===== src/rtl/rgc_pkg.sv =====
// Shared widths, constants and control types of the readability grade counter.
`timescale 1ns / 1ps
`default_nettype none

package rgc_pkg;

    // Field widths.
    localparam int CH_W    = 8;
    localparam int WORD_W  = 21;
    localparam int CNT_W   = 20;
    localparam int FRAC_W  = 16;
    localparam int GRADE_W = 41;

    // Longest text in characters; later characters are dropped and flagged.
    localparam int unsigned MAX_LEN = 1048575;

    // Counter limits.
    localparam logic [CNT_W-1:0]  CNT_MAX  = '1;
    localparam logic [WORD_W-1:0] WORD_MAX = {1'b0, {(WORD_W-1){1'b1}}};
    localparam logic [WORD_W-1:0] WORD_MIN = {1'b1, {(WORD_W-1){1'b0}}};
    localparam logic [WORD_W-1:0] WORD_ONE = WORD_W'(1);

    // Divider operands: a magnitude shifted left by the fraction width.
    localparam int DVD_W = WORD_W + FRAC_W;
    localparam int DVS_W = WORD_W;

    // Grade coefficients in Q16: 0.39, 11.8 and 15.59.
    localparam logic [14:0]        K_Q1     = 15'd25559;
    localparam logic [19:0]        K_Q2     = 20'd773325;
    localparam logic [GRADE_W-1:0] K_OFF    = GRADE_W'(1021706);
    localparam logic [GRADE_W-1:0] K_OFF_M1 = GRADE_W'(1021705);

    localparam int PROD_W = DVD_W + $bits(K_Q2);
    localparam logic [PROD_W-1:0] ROUND_BIAS = PROD_W'((1 << FRAC_W) - 1);

    // Character codes with a role of their own.
    localparam logic [CH_W-1:0] CH_NUL   = 8'h00;
    localparam logic [CH_W-1:0] CH_PAREN = 8'h28;
    localparam logic [CH_W-1:0] CH_BANG  = 8'h21;
    localparam logic [CH_W-1:0] CH_QUEST = 8'h3F;
    localparam logic [CH_W-1:0] CH_DOT   = 8'h2E;

    typedef enum logic [7:0] {
        S_IDLE = 8'b0000_0001,
        S_FIN  = 8'b0000_0010,
        S_PREP = 8'b0000_0100,
        S_DIV1 = 8'b0000_1000,
        S_DIV2 = 8'b0001_0000,
        S_MUL  = 8'b0010_0000,
        S_SUM  = 8'b0100_0000,
        S_LOAD = 8'b1000_0000
    } t_state;

    // Commands from the controller to the datapath.
    typedef struct packed {
        logic take;        // a character transaction is accepted
        logic fin;         // count the held character against NUL
        logic prep;        // latch end-of-text operands, start the first division
        logic div2_start;  // keep the first quotient, start the second division
        logic mul;         // register both products
        logic sum;         // register the rounded sum
        logic load;        // load the result register and clear the counts
    } t_cmd;

    // Status from the datapath to the controller.
    typedef struct packed {
        logic div_done;
    } t_sts;

endpackage

`default_nettype wire


===== src/rtl/rgc_if.sv =====
// Input and result channel interfaces of the readability grade counter.
`timescale 1ns / 1ps
`default_nettype none

interface rgc_in_if;
    logic                       valid;
    logic                       ready;
    logic [rgc_pkg::CH_W-1:0]   ch;
    logic                       char_valid;
    logic                       last;

    modport source (output valid, output ch, output char_valid, output last, input ready);
    modport sink   (input valid, input ch, input char_valid, input last, output ready);
endinterface

interface rgc_out_if;
    logic                               valid;
    logic                               ready;
    logic signed [rgc_pkg::WORD_W-1:0]  word_total;
    logic [rgc_pkg::CNT_W-1:0]          sentence_total;
    logic [rgc_pkg::CNT_W-1:0]          syllable_total;
    logic signed [rgc_pkg::GRADE_W-1:0] grade_q16;
    logic                               too_long;

    modport source (output valid, output word_total, output sentence_total,
                    output syllable_total, output grade_q16, output too_long,
                    input ready);
    modport sink   (input valid, input word_total, input sentence_total,
                    input syllable_total, input grade_q16, input too_long,
                    output ready);
endinterface

`default_nettype wire


===== src/rtl/rgc_div.sv =====
// Restoring unsigned divider, one quotient bit per cycle.
`timescale 1ns / 1ps
`default_nettype none

module rgc_div (
    input  wire logic                        i_clk,
    input  wire logic                        i_rst_n,
    input  wire logic                        i_start,
    input  wire logic [rgc_pkg::DVD_W-1:0]   i_dividend,
    input  wire logic [rgc_pkg::DVS_W-1:0]   i_divisor,
    output logic [rgc_pkg::DVD_W-1:0]        o_quotient,
    output logic                             o_done
);
    localparam int DVD_W   = rgc_pkg::DVD_W;
    localparam int DVS_W   = rgc_pkg::DVS_W;
    localparam int DC_W    = $clog2(DVD_W);
    localparam logic [DC_W-1:0] CNT_LAST = DC_W'(DVD_W - 1);

    logic             r_busy, n_busy;
    logic             r_done, n_done;
    logic [DC_W-1:0]  r_cnt, n_cnt;
    logic [DVS_W-1:0] r_rem, n_rem;
    logic [DVS_W-1:0] r_dvs, n_dvs;
    logic [DVD_W-1:0] r_quo, n_quo;
    logic [DVS_W:0]   trial;
    logic [DVS_W:0]   diff;
    logic             fit;

    // The dividend shifts out of the top of r_quo while quotient bits enter below.
    always_comb begin
        n_busy = r_busy;
        n_done = 1'b0;
        n_cnt  = r_cnt;
        n_rem  = r_rem;
        n_dvs  = r_dvs;
        n_quo  = r_quo;
        trial  = {r_rem, r_quo[DVD_W-1]};
        fit    = trial >= {1'b0, r_dvs};
        diff   = trial - {1'b0, r_dvs};
        if (i_start) begin
            n_busy = 1'b1;
            n_cnt  = CNT_LAST;
            n_rem  = '0;
            n_dvs  = i_divisor;
            n_quo  = i_dividend;
        end else if (r_busy) begin
            n_rem = fit ? diff[DVS_W-1:0] : trial[DVS_W-1:0];
            n_quo = {r_quo[DVD_W-2:0], fit};
            if (r_cnt == '0) begin
                n_busy = 1'b0;
                n_done = 1'b1;
            end else begin
                n_cnt = r_cnt - 1'b1;
            end
        end
    end

    always_ff @(posedge i_clk) begin
        if (!i_rst_n) begin
            r_busy <= 1'b0;
            r_done <= 1'b0;
            r_cnt  <= '0;
        end else begin
            r_busy <= n_busy;
            r_done <= n_done;
            r_cnt  <= n_cnt;
        end
    end

    always_ff @(posedge i_clk) begin
        r_rem <= n_rem;
        r_dvs <= n_dvs;
        r_quo <= n_quo;
    end

    assign o_quotient = r_quo;
    assign o_done     = r_done;

endmodule

`default_nettype wire


===== src/rtl/rgc_dp.sv =====
// Datapath: character counters, grade arithmetic and the result register.
`timescale 1ns / 1ps
`default_nettype none

module rgc_dp (
    input  wire logic                          i_clk,
    input  wire logic                          i_rst_n,
    input  wire logic [rgc_pkg::CH_W-1:0]      i_ch,
    input  wire rgc_pkg::t_cmd                 i_cmd,
    output rgc_pkg::t_sts                      o_sts,
    output logic signed [rgc_pkg::WORD_W-1:0]  o_word_total,
    output logic [rgc_pkg::CNT_W-1:0]          o_sentence_total,
    output logic [rgc_pkg::CNT_W-1:0]          o_syllable_total,
    output logic signed [rgc_pkg::GRADE_W-1:0] o_grade_q16,
    output logic                               o_too_long
);
    localparam int CH_W    = rgc_pkg::CH_W;
    localparam int WORD_W  = rgc_pkg::WORD_W;
    localparam int CNT_W   = rgc_pkg::CNT_W;
    localparam int FRAC_W  = rgc_pkg::FRAC_W;
    localparam int GRADE_W = rgc_pkg::GRADE_W;
    localparam int DVD_W   = rgc_pkg::DVD_W;
    localparam int DVS_W   = rgc_pkg::DVS_W;
    localparam int PROD_W  = rgc_pkg::PROD_W;

    function automatic logic is_space(input logic [CH_W-1:0] c);
        return (c == " ") || ((c >= 8'h09) && (c <= 8'h0D));
    endfunction

    function automatic logic is_cntrl(input logic [CH_W-1:0] c);
        return (c < 8'h20) || (c == 8'h7F);
    endfunction

    function automatic logic is_alnum(input logic [CH_W-1:0] c);
        return ((c >= "0") && (c <= "9")) || ((c >= "a") && (c <= "z")) ||
               ((c >= "A") && (c <= "Z"));
    endfunction

    function automatic logic is_vowel(input logic [CH_W-1:0] c);
        return (c == "a") || (c == "e") || (c == "i") || (c == "o") || (c == "u") ||
               (c == "A") || (c == "E") || (c == "I") || (c == "O") || (c == "U");
    endfunction

    // Running counts of the current text.
    logic [CH_W-1:0]    r_held, n_held;
    logic               r_held_valid, n_held_valid;
    logic               r_char_seen, n_char_seen;
    logic               r_ovf, n_ovf;
    logic [WORD_W-1:0]  r_word_acc, n_word_acc;
    logic [CNT_W-1:0]   r_sent_acc, n_sent_acc;
    logic [CNT_W-1:0]   r_syl_acc, n_syl_acc;
    logic [CNT_W-1:0]   r_char_total, n_char_total;

    // End-of-text operands and arithmetic registers.
    logic [WORD_W-1:0]  r_words;
    logic [CNT_W-1:0]   r_sents;
    logic [CNT_W-1:0]   r_syls;
    logic [DVS_W-1:0]   r_wmag;
    logic               r_neg;
    logic               r_zero;
    logic [DVD_W-1:0]   r_q1;
    logic [PROD_W-1:0]  r_p1;
    logic [PROD_W-1:0]  r_p2;
    logic [PROD_W-1:0]  r_sum;

    // Result register.
    logic [WORD_W-1:0]  r_out_words;
    logic [CNT_W-1:0]   r_out_sents;
    logic [CNT_W-1:0]   r_out_syls;
    logic [GRADE_W-1:0] r_out_grade;
    logic               r_out_ovf;

    logic [CH_W-1:0]    look;
    logic               drop;
    logic               do_count;
    logic               inc_w;
    logic               dec_w;
    logic [WORD_W:0]    w_step;
    logic [WORD_W:0]    w_sum;
    logic [WORD_W-1:0]  words_eff;
    logic [CNT_W-1:0]   sents_eff;
    logic [DVS_W-1:0]   w_mag;
    logic               div_start;
    logic [DVD_W-1:0]   div_dvd;
    logic [DVS_W-1:0]   div_dvs;
    logic [DVD_W-1:0]   div_quo;
    logic               div_done;
    logic [GRADE_W-1:0] t_floor;
    logic [GRADE_W-1:0] grade;

    // The held character is counted against the new character, or against
    // NUL once the text has ended.
    always_comb begin
        look     = i_cmd.fin ? rgc_pkg::CH_NUL : i_ch;
        drop     = 32'(r_char_total) >= rgc_pkg::MAX_LEN;
        do_count = r_held_valid && ((i_cmd.take && !drop) || i_cmd.fin);
        inc_w    = (r_held == rgc_pkg::CH_PAREN) || (is_space(r_held) && is_alnum(look));
        dec_w    = is_space(r_held) && is_cntrl(look);
        w_step   = inc_w ? (WORD_W+1)'(1) : (dec_w ? '1 : '0);
        w_sum    = {r_word_acc[WORD_W-1], r_word_acc} + w_step;
    end

    always_comb begin
        n_held       = r_held;
        n_held_valid = r_held_valid;
        n_char_seen  = r_char_seen;
        n_ovf        = r_ovf;
        n_word_acc   = r_word_acc;
        n_sent_acc   = r_sent_acc;
        n_syl_acc    = r_syl_acc;
        n_char_total = r_char_total;
        if (i_cmd.load) begin
            n_held       = '0;
            n_held_valid = 1'b0;
            n_char_seen  = 1'b0;
            n_ovf        = 1'b0;
            n_word_acc   = rgc_pkg::WORD_ONE;
            n_sent_acc   = '0;
            n_syl_acc    = '0;
            n_char_total = '0;
        end else begin
            if (i_cmd.take) begin
                if (drop) begin
                    n_ovf = 1'b1;
                end else begin
                    n_held       = i_ch;
                    n_held_valid = 1'b1;
                    n_char_seen  = 1'b1;
                    if (r_char_total != rgc_pkg::CNT_MAX) begin
                        n_char_total = r_char_total + 1'b1;
                    end
                end
            end
            if (do_count) begin
                if (w_sum[WORD_W] != w_sum[WORD_W-1]) begin
                    n_word_acc = w_sum[WORD_W] ? rgc_pkg::WORD_MIN : rgc_pkg::WORD_MAX;
                end else begin
                    n_word_acc = w_sum[WORD_W-1:0];
                end
                if (((r_held == rgc_pkg::CH_BANG) || (r_held == rgc_pkg::CH_QUEST) ||
                     (r_held == rgc_pkg::CH_DOT)) && (r_sent_acc != rgc_pkg::CNT_MAX)) begin
                    n_sent_acc = r_sent_acc + 1'b1;
                end
                if (is_vowel(r_held) && !is_vowel(look) &&
                    (r_syl_acc != rgc_pkg::CNT_MAX)) begin
                    n_syl_acc = r_syl_acc + 1'b1;
                end
            end
        end
    end

    always_ff @(posedge i_clk) begin
        if (!i_rst_n) begin
            r_held       <= '0;
            r_held_valid <= 1'b0;
            r_char_seen  <= 1'b0;
            r_ovf        <= 1'b0;
            r_word_acc   <= rgc_pkg::WORD_ONE;
            r_sent_acc   <= '0;
            r_syl_acc    <= '0;
            r_char_total <= '0;
        end else begin
            r_held       <= n_held;
            r_held_valid <= n_held_valid;
            r_char_seen  <= n_char_seen;
            r_ovf        <= n_ovf;
            r_word_acc   <= n_word_acc;
            r_sent_acc   <= n_sent_acc;
            r_syl_acc    <= n_syl_acc;
            r_char_total <= n_char_total;
        end
    end

    // An empty text has no words; a text with words has at least one sentence.
    always_comb begin
        words_eff = r_char_seen ? r_word_acc : '0;
        sents_eff = ((words_eff != '0) && (r_sent_acc == '0)) ? CNT_W'(1) : r_sent_acc;
        w_mag     = words_eff[WORD_W-1] ? DVS_W'(-words_eff) : DVS_W'(words_eff);
        div_start = i_cmd.prep || i_cmd.div2_start;
        if (i_cmd.prep) begin
            div_dvd = {w_mag, {FRAC_W{1'b0}}};
            div_dvs = DVS_W'(sents_eff);
        end else begin
            div_dvd = DVD_W'({r_syls, {FRAC_W{1'b0}}});
            div_dvs = r_wmag;
        end
    end

    rgc_div u_div (
        .i_clk      (i_clk),
        .i_rst_n    (i_rst_n),
        .i_start    (div_start),
        .i_dividend (div_dvd),
        .i_divisor  (div_dvs),
        .o_quotient (div_quo),
        .o_done     (div_done)
    );

    assign o_sts.div_done = div_done;

    // Both quotients carry the sign of the word count, so the products are
    // formed on magnitudes. A negative sum is floored by rounding its
    // magnitude up before the shift and then negating.
    always_comb begin
        t_floor = r_sum[PROD_W-1:FRAC_W];
        if (r_zero) begin
            grade = '0;
        end else if (r_neg) begin
            grade = ~t_floor - rgc_pkg::K_OFF_M1;
        end else begin
            grade = t_floor - rgc_pkg::K_OFF;
        end
    end

    always_ff @(posedge i_clk) begin
        if (i_cmd.prep) begin
            r_words <= words_eff;
            r_sents <= sents_eff;
            r_syls  <= r_syl_acc;
            r_wmag  <= w_mag;
            r_neg   <= words_eff[WORD_W-1];
            r_zero  <= (words_eff == '0);
        end
        if (i_cmd.div2_start) begin
            r_q1 <= div_quo;
        end
        if (i_cmd.mul) begin
            r_p1 <= PROD_W'(r_q1) * PROD_W'(rgc_pkg::K_Q1);
            r_p2 <= PROD_W'(div_quo) * PROD_W'(rgc_pkg::K_Q2);
        end
        if (i_cmd.sum) begin
            r_sum <= r_p1 + r_p2 + (r_neg ? rgc_pkg::ROUND_BIAS : '0);
        end
        if (i_cmd.load) begin
            r_out_words <= r_words;
            r_out_sents <= r_sents;
            r_out_syls  <= r_syls;
            r_out_grade <= grade;
            r_out_ovf   <= r_ovf;
        end
    end

    assign o_word_total     = r_out_words;
    assign o_sentence_total = r_out_sents;
    assign o_syllable_total = r_out_syls;
    assign o_grade_q16      = r_out_grade;
    assign o_too_long       = r_out_ovf;

endmodule

`default_nettype wire


===== src/rtl/rgc_ctrl.sv =====
// Controller: sequences counting, the end-of-text arithmetic and the result handshake.
`timescale 1ns / 1ps
`default_nettype none

module rgc_ctrl (
    input  wire logic          i_clk,
    input  wire logic          i_rst_n,
    input  wire logic          i_in_valid,
    input  wire logic          i_in_char_valid,
    input  wire logic          i_in_last,
    output logic               o_in_ready,
    output logic               o_out_valid,
    input  wire logic          i_out_ready,
    output rgc_pkg::t_cmd      o_cmd,
    input  wire rgc_pkg::t_sts i_sts
);
    rgc_pkg::t_state r_state, n_state;
    logic            r_out_valid, n_out_valid;
    logic            in_acc;
    logic            out_free;

    assign o_in_ready = (r_state == rgc_pkg::S_IDLE);
    assign in_acc     = i_in_valid && o_in_ready;
    assign out_free   = !r_out_valid || i_out_ready;

    always_comb begin
        n_state = r_state;
        o_cmd   = '0;
        case (r_state)
            rgc_pkg::S_IDLE: begin
                o_cmd.take = in_acc && i_in_char_valid;
                if (in_acc && i_in_last) begin
                    n_state = rgc_pkg::S_FIN;
                end
            end
            rgc_pkg::S_FIN: begin
                o_cmd.fin = 1'b1;
                n_state   = rgc_pkg::S_PREP;
            end
            rgc_pkg::S_PREP: begin
                o_cmd.prep = 1'b1;
                n_state    = rgc_pkg::S_DIV1;
            end
            rgc_pkg::S_DIV1: begin
                if (i_sts.div_done) begin
                    o_cmd.div2_start = 1'b1;
                    n_state          = rgc_pkg::S_DIV2;
                end
            end
            rgc_pkg::S_DIV2: begin
                if (i_sts.div_done) begin
                    n_state = rgc_pkg::S_MUL;
                end
            end
            rgc_pkg::S_MUL: begin
                o_cmd.mul = 1'b1;
                n_state   = rgc_pkg::S_SUM;
            end
            rgc_pkg::S_SUM: begin
                o_cmd.sum = 1'b1;
                n_state   = rgc_pkg::S_LOAD;
            end
            rgc_pkg::S_LOAD: begin
                // Wait until the previous result has left the result register.
                if (out_free) begin
                    o_cmd.load = 1'b1;
                    n_state    = rgc_pkg::S_IDLE;
                end
            end
            default: begin
                n_state = rgc_pkg::S_IDLE;
            end
        endcase
    end

    always_comb begin
        if (o_cmd.load) begin
            n_out_valid = 1'b1;
        end else if (i_out_ready) begin
            n_out_valid = 1'b0;
        end else begin
            n_out_valid = r_out_valid;
        end
    end

    always_ff @(posedge i_clk) begin
        if (!i_rst_n) begin
            r_state     <= rgc_pkg::S_IDLE;
            r_out_valid <= 1'b0;
        end else begin
            r_state     <= n_state;
            r_out_valid <= n_out_valid;
        end
    end

    assign o_out_valid = r_out_valid;

    a_last_ends_text: assert property (@(posedge i_clk) disable iff (!i_rst_n)
        (i_in_valid && o_in_ready && i_in_last) |=> (r_state == rgc_pkg::S_FIN))
        else $error("end-of-text transaction did not start the final count");

    a_done_in_division: assert property (@(posedge i_clk) disable iff (!i_rst_n)
        i_sts.div_done |-> ((r_state == rgc_pkg::S_DIV1) || (r_state == rgc_pkg::S_DIV2)))
        else $error("divider finished outside a division state");

    a_no_result_overwrite: assert property (@(posedge i_clk) disable iff (!i_rst_n)
        (r_out_valid && !i_out_ready) |-> !o_cmd.load)
        else $error("pending result overwritten");

    a_load_shows_result: assert property (@(posedge i_clk) disable iff (!i_rst_n)
        o_cmd.load |=> (o_out_valid && (r_state == rgc_pkg::S_IDLE)))
        else $error("loaded result not presented");

endmodule

`default_nettype wire


===== src/rtl/readability_grade_counter.sv =====
// Top level of the readability grade counter: controller, datapath and channels.
// Characters are taken one per cycle while the counter is idle; a transaction without last yields no result.
// A transaction with last gives its result after two divisions in the shared restoring
// divider (37 quotient bits each) and the fin, prep, mul, sum and load steps.
// Input is held off meanwhile; an unread result stalls only the next text's load step.
// Synchronous active-low reset clears the counts and the handshake state at once.
`timescale 1ns / 1ps
`default_nettype none

module readability_grade_counter (
    input  wire logic  i_clk,
    input  wire logic  i_rst_n,
    rgc_in_if.sink     i_in,
    rgc_out_if.source  o_out
);
    rgc_pkg::t_cmd cmd;
    rgc_pkg::t_sts sts;

    rgc_ctrl u_ctrl (
        .i_clk           (i_clk),
        .i_rst_n         (i_rst_n),
        .i_in_valid      (i_in.valid),
        .i_in_char_valid (i_in.char_valid),
        .i_in_last       (i_in.last),
        .o_in_ready      (i_in.ready),
        .o_out_valid     (o_out.valid),
        .i_out_ready     (o_out.ready),
        .o_cmd           (cmd),
        .i_sts           (sts)
    );

    rgc_dp u_dp (
        .i_clk            (i_clk),
        .i_rst_n          (i_rst_n),
        .i_ch             (i_in.ch),
        .i_cmd            (cmd),
        .o_sts            (sts),
        .o_word_total     (o_out.word_total),
        .o_sentence_total (o_out.sentence_total),
        .o_syllable_total (o_out.syllable_total),
        .o_grade_q16      (o_out.grade_q16),
        .o_too_long       (o_out.too_long)
    );

endmodule

`default_nettype wire


===== src/flat_wrapper.sv =====
// flat-port wrapper written by rule: the top's interface ports become plain ports
module readability_grade_counter_flat 
  (i_clk, i_rst_n, i_in_valid, i_in_ch, i_in_char_valid, i_in_last, i_in_ready, o_out_valid, o_out_word_total, o_out_sentence_total, o_out_syllable_total, o_out_grade_q16, o_out_too_long, o_out_ready);
  rgc_in_if i_in_i ();
  rgc_out_if o_out_i ();
  input  wire logic i_clk;
  input  wire logic i_rst_n;
  input wire logic [$bits(i_in_i.valid)-1:0] i_in_valid;
  input wire logic [$bits(i_in_i.ch)-1:0] i_in_ch;
  input wire logic [$bits(i_in_i.char_valid)-1:0] i_in_char_valid;
  input wire logic [$bits(i_in_i.last)-1:0] i_in_last;
  output wire logic [$bits(i_in_i.ready)-1:0] i_in_ready;
  output wire logic [$bits(o_out_i.valid)-1:0] o_out_valid;
  output wire logic [$bits(o_out_i.word_total)-1:0] o_out_word_total;
  output wire logic [$bits(o_out_i.sentence_total)-1:0] o_out_sentence_total;
  output wire logic [$bits(o_out_i.syllable_total)-1:0] o_out_syllable_total;
  output wire logic [$bits(o_out_i.grade_q16)-1:0] o_out_grade_q16;
  output wire logic [$bits(o_out_i.too_long)-1:0] o_out_too_long;
  input wire logic [$bits(o_out_i.ready)-1:0] o_out_ready;
  assign i_in_i.valid = i_in_valid;
  assign i_in_i.ch = i_in_ch;
  assign i_in_i.char_valid = i_in_char_valid;
  assign i_in_i.last = i_in_last;
  assign i_in_ready = i_in_i.ready;
  assign o_out_valid = o_out_i.valid;
  assign o_out_word_total = o_out_i.word_total;
  assign o_out_sentence_total = o_out_i.sentence_total;
  assign o_out_syllable_total = o_out_i.syllable_total;
  assign o_out_grade_q16 = o_out_i.grade_q16;
  assign o_out_too_long = o_out_i.too_long;
  assign o_out_i.ready = o_out_ready;
  readability_grade_counter u_core (.i_clk(i_clk), .i_rst_n(i_rst_n), .i_in(i_in_i), .o_out(o_out_i));
endmodule

===== config.mk =====
export PLATFORM = sky130hd
export DESIGN_NAME = readability_grade_counter_flat
export DESIGN_NICKNAME = d
export VERILOG_FILES = /design/src/rtl/rgc_pkg.sv /design/src/rtl/rgc_if.sv /design/src/rtl/rgc_div.sv /design/src/rtl/rgc_dp.sv /design/src/rtl/rgc_ctrl.sv /design/src/rtl/readability_grade_counter.sv /design/src/flat_wrapper.sv
export SDC_FILE = /design/constraint.sdc
export NUM_CORES = 2
export LEC_CHECK = 0
export BUFFER_PORTS_ARGS = -buffer_cell sky130_fd_sc_hd__buf_2
export CORE_MARGIN = 5
export CORE_UTILIZATION = 40
export DETAILED_ROUTE_END_ITERATION = 10
export GPL_TIMING_DRIVEN = 0
export PLACE_DENSITY = 0.6
export SLEW_MARGIN = 25
export SYNTH_ARGS = -nofsm -noshare
export SYNTH_HDL_FRONTEND = slang
export SYNTH_SLANG_ARGS = --single-unit

===== constraint.sdc =====
create_clock -name i_clk -period 8.97 [get_ports i_clk]
set_input_delay 1.3455 -clock i_clk [delete_from_list [all_inputs] [get_ports i_clk]]
set_output_delay 1.3455 -clock i_clk [all_outputs]
set_load 0.01 [all_outputs]

# [Word-level counts from Yosys, hierarchy flattened]
# Cells that the tools add are included.
[word_totals] output_inout_bits=105 register_bits=577 inputBits=14
[op_classes] bitwise_logic=5 reduce_logical=63 n_eq_ne=43 n_addsub=11 n_lt_le_gt_ge=11 multipliers=2 muxes=38
[ops] op="8-bit by 7-bit equality test with 1-bit output (second input constant)" count=22
[ops] op="37-bit 2-to-1 mux" count=3
[ops] op="21-bit 2-to-1 mux" count=5
[ops] op="41-bit by 20-bit subtractor with 41-bit output (second input constant)" count=2
[ops] op="8-bit one-hot mux with 8 select lines" count=1
[ops] op="20-bit by 1-bit adder with 20-bit output (second input constant)" count=3
[ops] op="20-bit != test (second input constant)" count=3
[ops] op="52-bit by 57-bit adder with 57-bit output" count=1
[ops] op="57-bit by 16-bit adder with 57-bit output" count=1
[ops] op="37-bit by 20-bit multiplier with 57-bit output (second input constant)" count=1
[ops] op="37-bit by 15-bit multiplier with 52-bit output (second input constant)" count=1
[ops] op="8-bit by 6-bit equality test with 1-bit output (second input constant)" count=6
[ops] op="22-bit 2-to-1 mux" count=2
[ops] op="41-bit 2-to-1 mux" count=1
[ops] op="41-bit inverter" count=1
[ops] op="20-bit 2-to-1 mux" count=2
[ops] op="8-bit 2-to-1 mux" count=5
[ops] op="1-bit logical OR" count=28
[ops] op="22-bit adder" count=1
[ops] op="22-bit by 21-bit greater-or-equal comparator with 1-bit output" count=1
[ops] op="21-bit logical NOT" count=1
[ops] op="21-bit negator" count=1
[ops] op="21-bit nonzero test" count=1
[ops] op="21-bit subtractor" count=1
[ops] op="32 further kinds" count=79

# [Depth between registers and ports, before layout]
[depth] depth_word=17 mapped_depth=25 mapped_depth_nobuf=24

# [By module]
# Synthesis repeated with hierarchy kept, for this count alone.
[hier_totals] hier_cells=5046 hier_area_um2=53064.6
[modules_own_cells] module="rgc_dp" cells_per_inst=4536 seq_area_each_um2=12992.5 area_each_um2=47738.3 instances=1
[modules_own_cells] module="rgc_div" cells_per_inst=445 seq_area_each_um2=2322.2 area_each_um2=4785.8 instances=1
[modules_own_cells] module="rgc_ctrl" cells_per_inst=65 seq_area_each_um2=180.2 area_each_um2=540.5 instances=1

# [Worst setup path after synthesis]
# Ideal clock, no wire load.
[synth_timing] path_type="flip-flop to flip-flop" from="reg u_core.u_dp.u_div.r_quo[6], in the netlist u_core.u_dp.u_div.o_quotient[6]" to="reg u_core.u_dp.r_p2[55], data pin" period_less_slack_ns=6.891 stages_incl_launch_ff=24 t_arrival_ns=6.630 slack_ns=2.079 setup_ns=0.262 path_buffers=1 required_ns=8.708 cell_sequence="edfxtp_1 -> inv_1 -> fa_1 -> inv_1 -> fa_1 -> fa_1 -> fa_1 -> fa_1 -> fa_1 -> inv_1 -> fa_1 -> inv_1 -> ha_1 -> clkbuf_1 -> a21o_1 -> a31oi_1 -> nor2_1 -> or4_1 -> o21ai_1 -> nand2_1 -> a2111o_1 -> a32oi_1 -> o21ai_1 -> xor2_1"
[synth_via] elab_chain_cells=1
[synth_rtl] item="start: declaration" line="rgc_div.sv:24" text="logic [DVD_W-1:0] r_quo, n_quo;"
[synth_rtl] item="start signal: assignment" line="rgc_div.sv:73" text="r_quo <= n_quo;"
[synth_rtl] item="37-bit by 20-bit multiplier with 57-bit output" line="rgc_dp.sv:229" text="r_p2 <= PROD_W'(div_quo) * PROD_W'(rgc_pkg::K_Q2);"
[synth_rtl] item="end signal: assignment" line="rgc_dp.sv:229"
[synth_rtl] item="end: declaration" line="rgc_dp.sv:63" text="logic [PROD_W-1:0] r_p2;"
# No other way between the ends.
# A chain may end at the register's enable or synchronous reset.

# [Worst setup path in the final report]
[layout_timing] from="reg u_core.u_dp.u_div.r_quo[8], in the netlist u_core.u_dp.u_div.o_quotient[8]" to="reg u_core.u_dp.r_p2[55], data pin"
# The elaborated chain is that of the path after synthesis.

==> impl_table.tex <==
\begin{tabular}{lr}
\hline
Metric & Value \\
\hline
\multicolumn{2}{l}{\textbf{Outcome}} \\
\quad Result of the run & completed \\
\multicolumn{2}{l}{\textbf{Setup path}} \\
\quad Critical Path Source & u\_core.u\_dp.u\_div.o\_quotient[8] \\
\quad Critical path data arrival time & 8.43 ns \\
\quad Endpoint of the worst setup timing path & u\_core.u\_dp.r\_p2[55] \\
\quad Crit. End Element & register \\
\quad Slowest Stage Delay on Critical Path & 0.73 ns \\
\quad Type of the worst setup path & reg2reg \\
\quad FF-to-FF End & u\_core.u\_dp.r\_p2[55] \\
\quad Worst reg-to-reg path cell count & 23 \\
\quad Cell class contributing the biggest share of worst-path delay & adder cells \\
\quad Required @ worst endpoint & 9.38 ns \\
\quad Dominant cell type by count on the critical path & sky130\_fd\_sc\_hd\_\_fa\_1 \\
\quad Worst reg2reg path startpoint & u\_core.u\_dp.u\_div.o\_quotient[8] \\
\quad Highest net fanout along the worst path & 9 \\
\quad Buffers and inverters on the worst path & 5 \\
\quad CP max stage cell & sky130\_fd\_sc\_hd\_\_edfxtp\_1 \\
\quad R2r setup slk & 0.95 ns \\
\quad Critical path launch point type & register \\
\quad Crit-path cells & inv\_1 -> fa\_1 -> inv\_1 -> fa\_1 -> fa\_1 -> fa\_1 -> fa\_1 -> fa\_1 -> inv\_1 -> fa\_1 -> inv\_1 -> ha\_1 -> clkbuf\_1 -> a21o\_1 -> a31oi\_1 -> nor2\_1 -> or4\_1 -> o21ai\_1 -> nand2\_1 -> a2111o\_1 -> a32oi\_1 -> o21ai\_1 -> xor2\_1 \\
\quad Critical path depth & 23 \\
\multicolumn{2}{l}{\textbf{Floorplanning}} \\
\quad Die extent in x & 371 microns \\
\quad Die boundary height & 371 microns \\
\quad Die Footprint & 138000 sq um \\
\quad I/O pin count & 119 \\
\quad Core box area & 129000 sq um \\
\quad \# rows & 132 \\
\quad Initial Utilization & 0.403 \\
\multicolumn{2}{l}{\textbf{Cells and area}} \\
\quad Antenna cells & 0 \\
\quad Most used cells in the layout excluding fill and tap cells & sky130\_fd\_sc\_hd\_\_inv\_1 (976), sky130\_fd\_sc\_hd\_\_ha\_1 (670), sky130\_fd\_sc\_hd\_\_fa\_1 (581), sky130\_fd\_sc\_hd\_\_edfxtp\_1 (430), sky130\_fd\_sc\_hd\_\_nand2\_1 (292) \\
\quad Most common library cell in the layout ignoring fill and taps & sky130\_fd\_sc\_hd\_\_inv\_1 \\
\quad Layout Nets & 6443 \\
\quad Layout cells sized above 1 & 0.0510 \\
\quad Fill cell total of the finished layout & 12.4k \\
\quad Layout area overhead & 10.4\% \\
\quad Post-Layout Cell Count & 6973 \\
\multicolumn{2}{l}{\textbf{Synth}} \\
\quad Proportion of netlist area held by the largest area contributor & 0.248 \\
\quad Proportion of synthesized chip area in sequential cells & 0.297 \\
\quad Mean cell area of the mapped netlist & 10.5 sq um \\
\quad Post-synth EDFFs & 430 \\
\quad Ranking of synthesized cells by area & sky130\_fd\_sc\_hd\_\_edfxtp\_1 (25\%), sky130\_fd\_sc\_hd\_\_fa\_1 (22\%), sky130\_fd\_sc\_hd\_\_ha\_1 (16\%) \\
\quad Most area-hungry cell type in the Yosys netlist & sky130\_fd\_sc\_hd\_\_edfxtp\_1 \\
\quad Ys flop type & sky130\_fd\_sc\_hd\_\_edfxtp\_1 \\
\quad Mapped cell area & 52200 sq um \\
\quad Share of synthesized flip-flops with an asynchronous set or reset & 0 \\
\quad Number of warnings reported in the yosys synthesis log & 0 \\
\quad Number of nets produced by synthesis & 6241 \\
\quad Cells after synthesis & 4976 \\
\quad Register bit count reported by yosys & 559 \\
\quad Count of unique library cells instantiated by Yosys & 86 \\
\multicolumn{2}{l}{\textbf{Clock network}} \\
\quad Num CTS Buffers & 67 \\
\quad Post-CTS Repair Setup Buffers & 0 \\
\quad Clock tree sinks & 559 \\
\quad Resized Gates After CTS & 0 \\
\quad Clock tree from TritonCTS & done \\
\quad Clk pin slew, worst setup/hold paths & 0.06 ns \\
\quad Number of hold-repair buffers added at the cts stage & 0 \\
\quad Worst-skew pair later-pin latency & 0.68 ns \\
\quad Clock buffer depth & 3 \\
\quad H-tree lvl count & 3 \\
\quad Clk Tree Root Cell & sky130\_fd\_sc\_hd\_\_clkbuf\_16 \\
\multicolumn{2}{l}{\textbf{Global route}} \\
\quad Largest net degree at the start of global routing & 80 \\
\quad Number of global-route vias before repair & 36.4k \\
\quad Global router's overall resource usage & 0.181 \\
\quad Global-route wire length before repair & 197 mm \\
\quad Overflow left after global routing & 0 \\
\quad Antenna violations before repair & 0 \\
\multicolumn{2}{l}{\textbf{Power}} \\
\quad Total power divided by cell area & 111 nW/um\^{}2 \\
\quad Largest voltage drop on the vdd net & 0.155 mV \\
\quad Reported leakage power & 26.3 nW \\
\quad Share of total power consumed by net switching & 0.257 \\
\quad Gate power share & 0.115 \\
\quad Net switching power & 0.00163 W \\
\quad Cell Int Power & 0.00473 W \\
\quad Proportion of power drawn by flip-flops and latches & 0.443 \\
\quad Part of the power in the clock network & 0.442 \\
\multicolumn{2}{l}{\textbf{Timing}} \\
\quad Hold Vio Cnt, Final & 0 \\
\quad Unrepaired setup endpoints after global routing & false \\
\quad Clock skew & 0.0329 ns \\
\quad Worst rel slew slack & 0.306 \\
\quad Achievable clock frequency & 125 MHz \\
\quad Post-route clock period utilization & 0.894 \\
\quad Max-slew violations & 0 \\
\quad Number of setup violations in the final report & 0 \\
\quad Smallest setup slack after layout & 0.950 ns \\
\quad Final critical delay including setup and external delays & 8.02 ns \\
\quad Measured slew at the worst slew-check pin & 1.03 ns \\
\multicolumn{2}{l}{\textbf{Route}} \\
\quad DR pass1 iterations & 5 \\
\quad Antenna-violating nets left & 0 \\
\quad DR DRC count & 0 \\
\quad Number of vias per cell after detailed routing & 5.05 \\
\quad Detailed router's first-iteration violation count & 1715 \\
\quad Number of vias in the routed layout & 35.2k \\
\quad Average routed wire per standard cell & 17.7 microns \\
\quad Final wirelength & 123 mm \\
\multicolumn{2}{l}{\textbf{Place}} \\
\quad Number of buffer cells added on primary ports & 118 \\
\quad Final GP Congestion & 0.902 \\
\quad Post-DP HPWL & 101 mm \\
\quad Cell Count Post-Placement & 6851 \\
\quad Post-placement setup slack & 0.911 ns \\
\multicolumn{2}{l}{\textbf{Job}} \\
\quad Max capacitance violation total & 0 \\
\multicolumn{2}{l}{\textbf{Min path}} \\
\quad Worst min-delay path category & reg2reg \\
\hline
\end{tabular}
how the worst min path moves through the flow:
stage	startpoint	endpoint	slack [ns]	depth (start not counted)
final	u_core.u_dp.r_sents[19]	u_core.u_dp.o_sentence_total[19]	0.42	0
after global routing	u_core.u_dp.r_sents[11]	u_core.u_dp.o_sentence_total[11]	0.43	0
after CTS	u_core.u_dp.r_sents[4]	u_core.u_dp.o_sentence_total[4]	0.42	0
after detailed placement	u_core.u_dp.r_words[7]	u_core.u_dp.o_word_total[7]	0.41	0
after global placement	u_core.u_dp.r_words[9]	u_core.u_dp.o_word_total[9]	0.40	0
after floorplan	u_core.u_dp.r_sents[0]	u_core.u_dp.o_sentence_total[0]	0.40	0
per-layer routing:
layer,up-vias,routed length (microns),global-route usage
li1,17100,-,-
met1,17300,56000,0.244
met2,653,59000,0.308
met3,175,4650,0.0236
met4,0,3560,0.0525
met5,-,0,0
cell type report:
type / instances / area, sq um / area share
multi-input cells: 3325 / 32600 / 0.566
flip-flops and latches: 559 / 15500 / 0.269
inverters: 980 / 3680 / 0.0640
well taps: 1742 / 2180 / 0.0379
clock buffers: 95 / 1930 / 0.0334
repair buffers: 133 / 917 / 0.0159
plain buffers: 112 / 434 / 0.00754
clock inverters: 27 / 345 / 0.00600
cells by family (layout without fill, tap and decap cells):
family | Yosys count | after routing | synth area share
AOI/OAI and AO/OA | 804 | 804 | 0.0994
xor gates and xnor gates | 275 | 275 | 0.0462
adders and majority gates | 1270 | 1270 | 0.387
buffers and inverters | 1092 | 1347 | 0.0787
DFF | 559 | 559 | 0.297
muxes | 24 | 24 | 0.00468
and+or+nand+nor | 952 | 952 | 0.0867
registers in the layout (all words and copies together), names as in the netlist, 8 cells and up:
register	cells
u_core.u_dp.o_grade_q16	41
u_core.u_dp.u_div.o_quotient	37
u_core.u_dp.o_syllable_total	20
u_core.u_dp.r_char_total	20
u_core.u_dp.r_sum	41
u_core.u_dp.r_p1	52
u_core.u_dp.r_wmag	20
u_core.u_dp.r_p2	57
u_core.u_dp.o_word_total	21
u_core.u_dp.r_sents	20
u_core.u_ctrl.r_state	8
u_core.u_dp.r_sent_acc	20
u_core.u_dp.u_div.r_dvs	21
u_core.u_dp.r_words	21
u_core.u_dp.o_sentence_total	20
u_core.u_dp.r_syls	20
u_core.u_dp.r_syl_acc	20
u_core.u_dp.r_word_acc	21
u_core.u_dp.r_held	8
u_core.u_dp.u_div.r_rem	21
u_core.u_dp.r_q1	37
Yosys cell counts (62+ instances only):
cell type and count:
sky130_fd_sc_hd__a21oi_1 237, sky130_fd_sc_hd__inv_1 977, sky130_fd_sc_hd__clkbuf_1 101, sky130_fd_sc_hd__nand3_1 62, sky130_fd_sc_hd__edfxtp_1 430, sky130_fd_sc_hd__fa_1 581
sky130_fd_sc_hd__o21ai_1 72, sky130_fd_sc_hd__ha_1 670, sky130_fd_sc_hd__dfxtp_1 129, sky130_fd_sc_hd__a21o_1 130, sky130_fd_sc_hd__xor2_1 122, sky130_fd_sc_hd__xnor2_1 153
sky130_fd_sc_hd__o21ai_0 88, sky130_fd_sc_hd__nand2_1 293, sky130_fd_sc_hd__nor2_1 288
stage by stage:
step	instance area, sq um	hold WS (ns)	util	setup TNS (ns)	total power (W)
floorplan	52200	0.400	-	0	0.00337
global placement	54900	0.405	0.424	-37.30	0.00359
detailed placement	55300	0.406	0.427	0	0.00359
CTS	57600	0.418	0.445	0	0.00645
global route	57600	0.426	0.445	0	0.00663
finish	57600	0.417	0.445	0	0.00636
power groups by stage:
stage	clock network, W	registers, W	logic, W
after floorplan	0	0.00286	0.000508
after global placement	0	0.00287	0.000713
after detailed placement	0	0.00287	0.000719
after CTS	0.00290	0.00282	0.000726
after global routing	0.00300	0.00282	0.000810
final	0.00282	0.00282	0.000729
(Power assumes the default switching activity.)
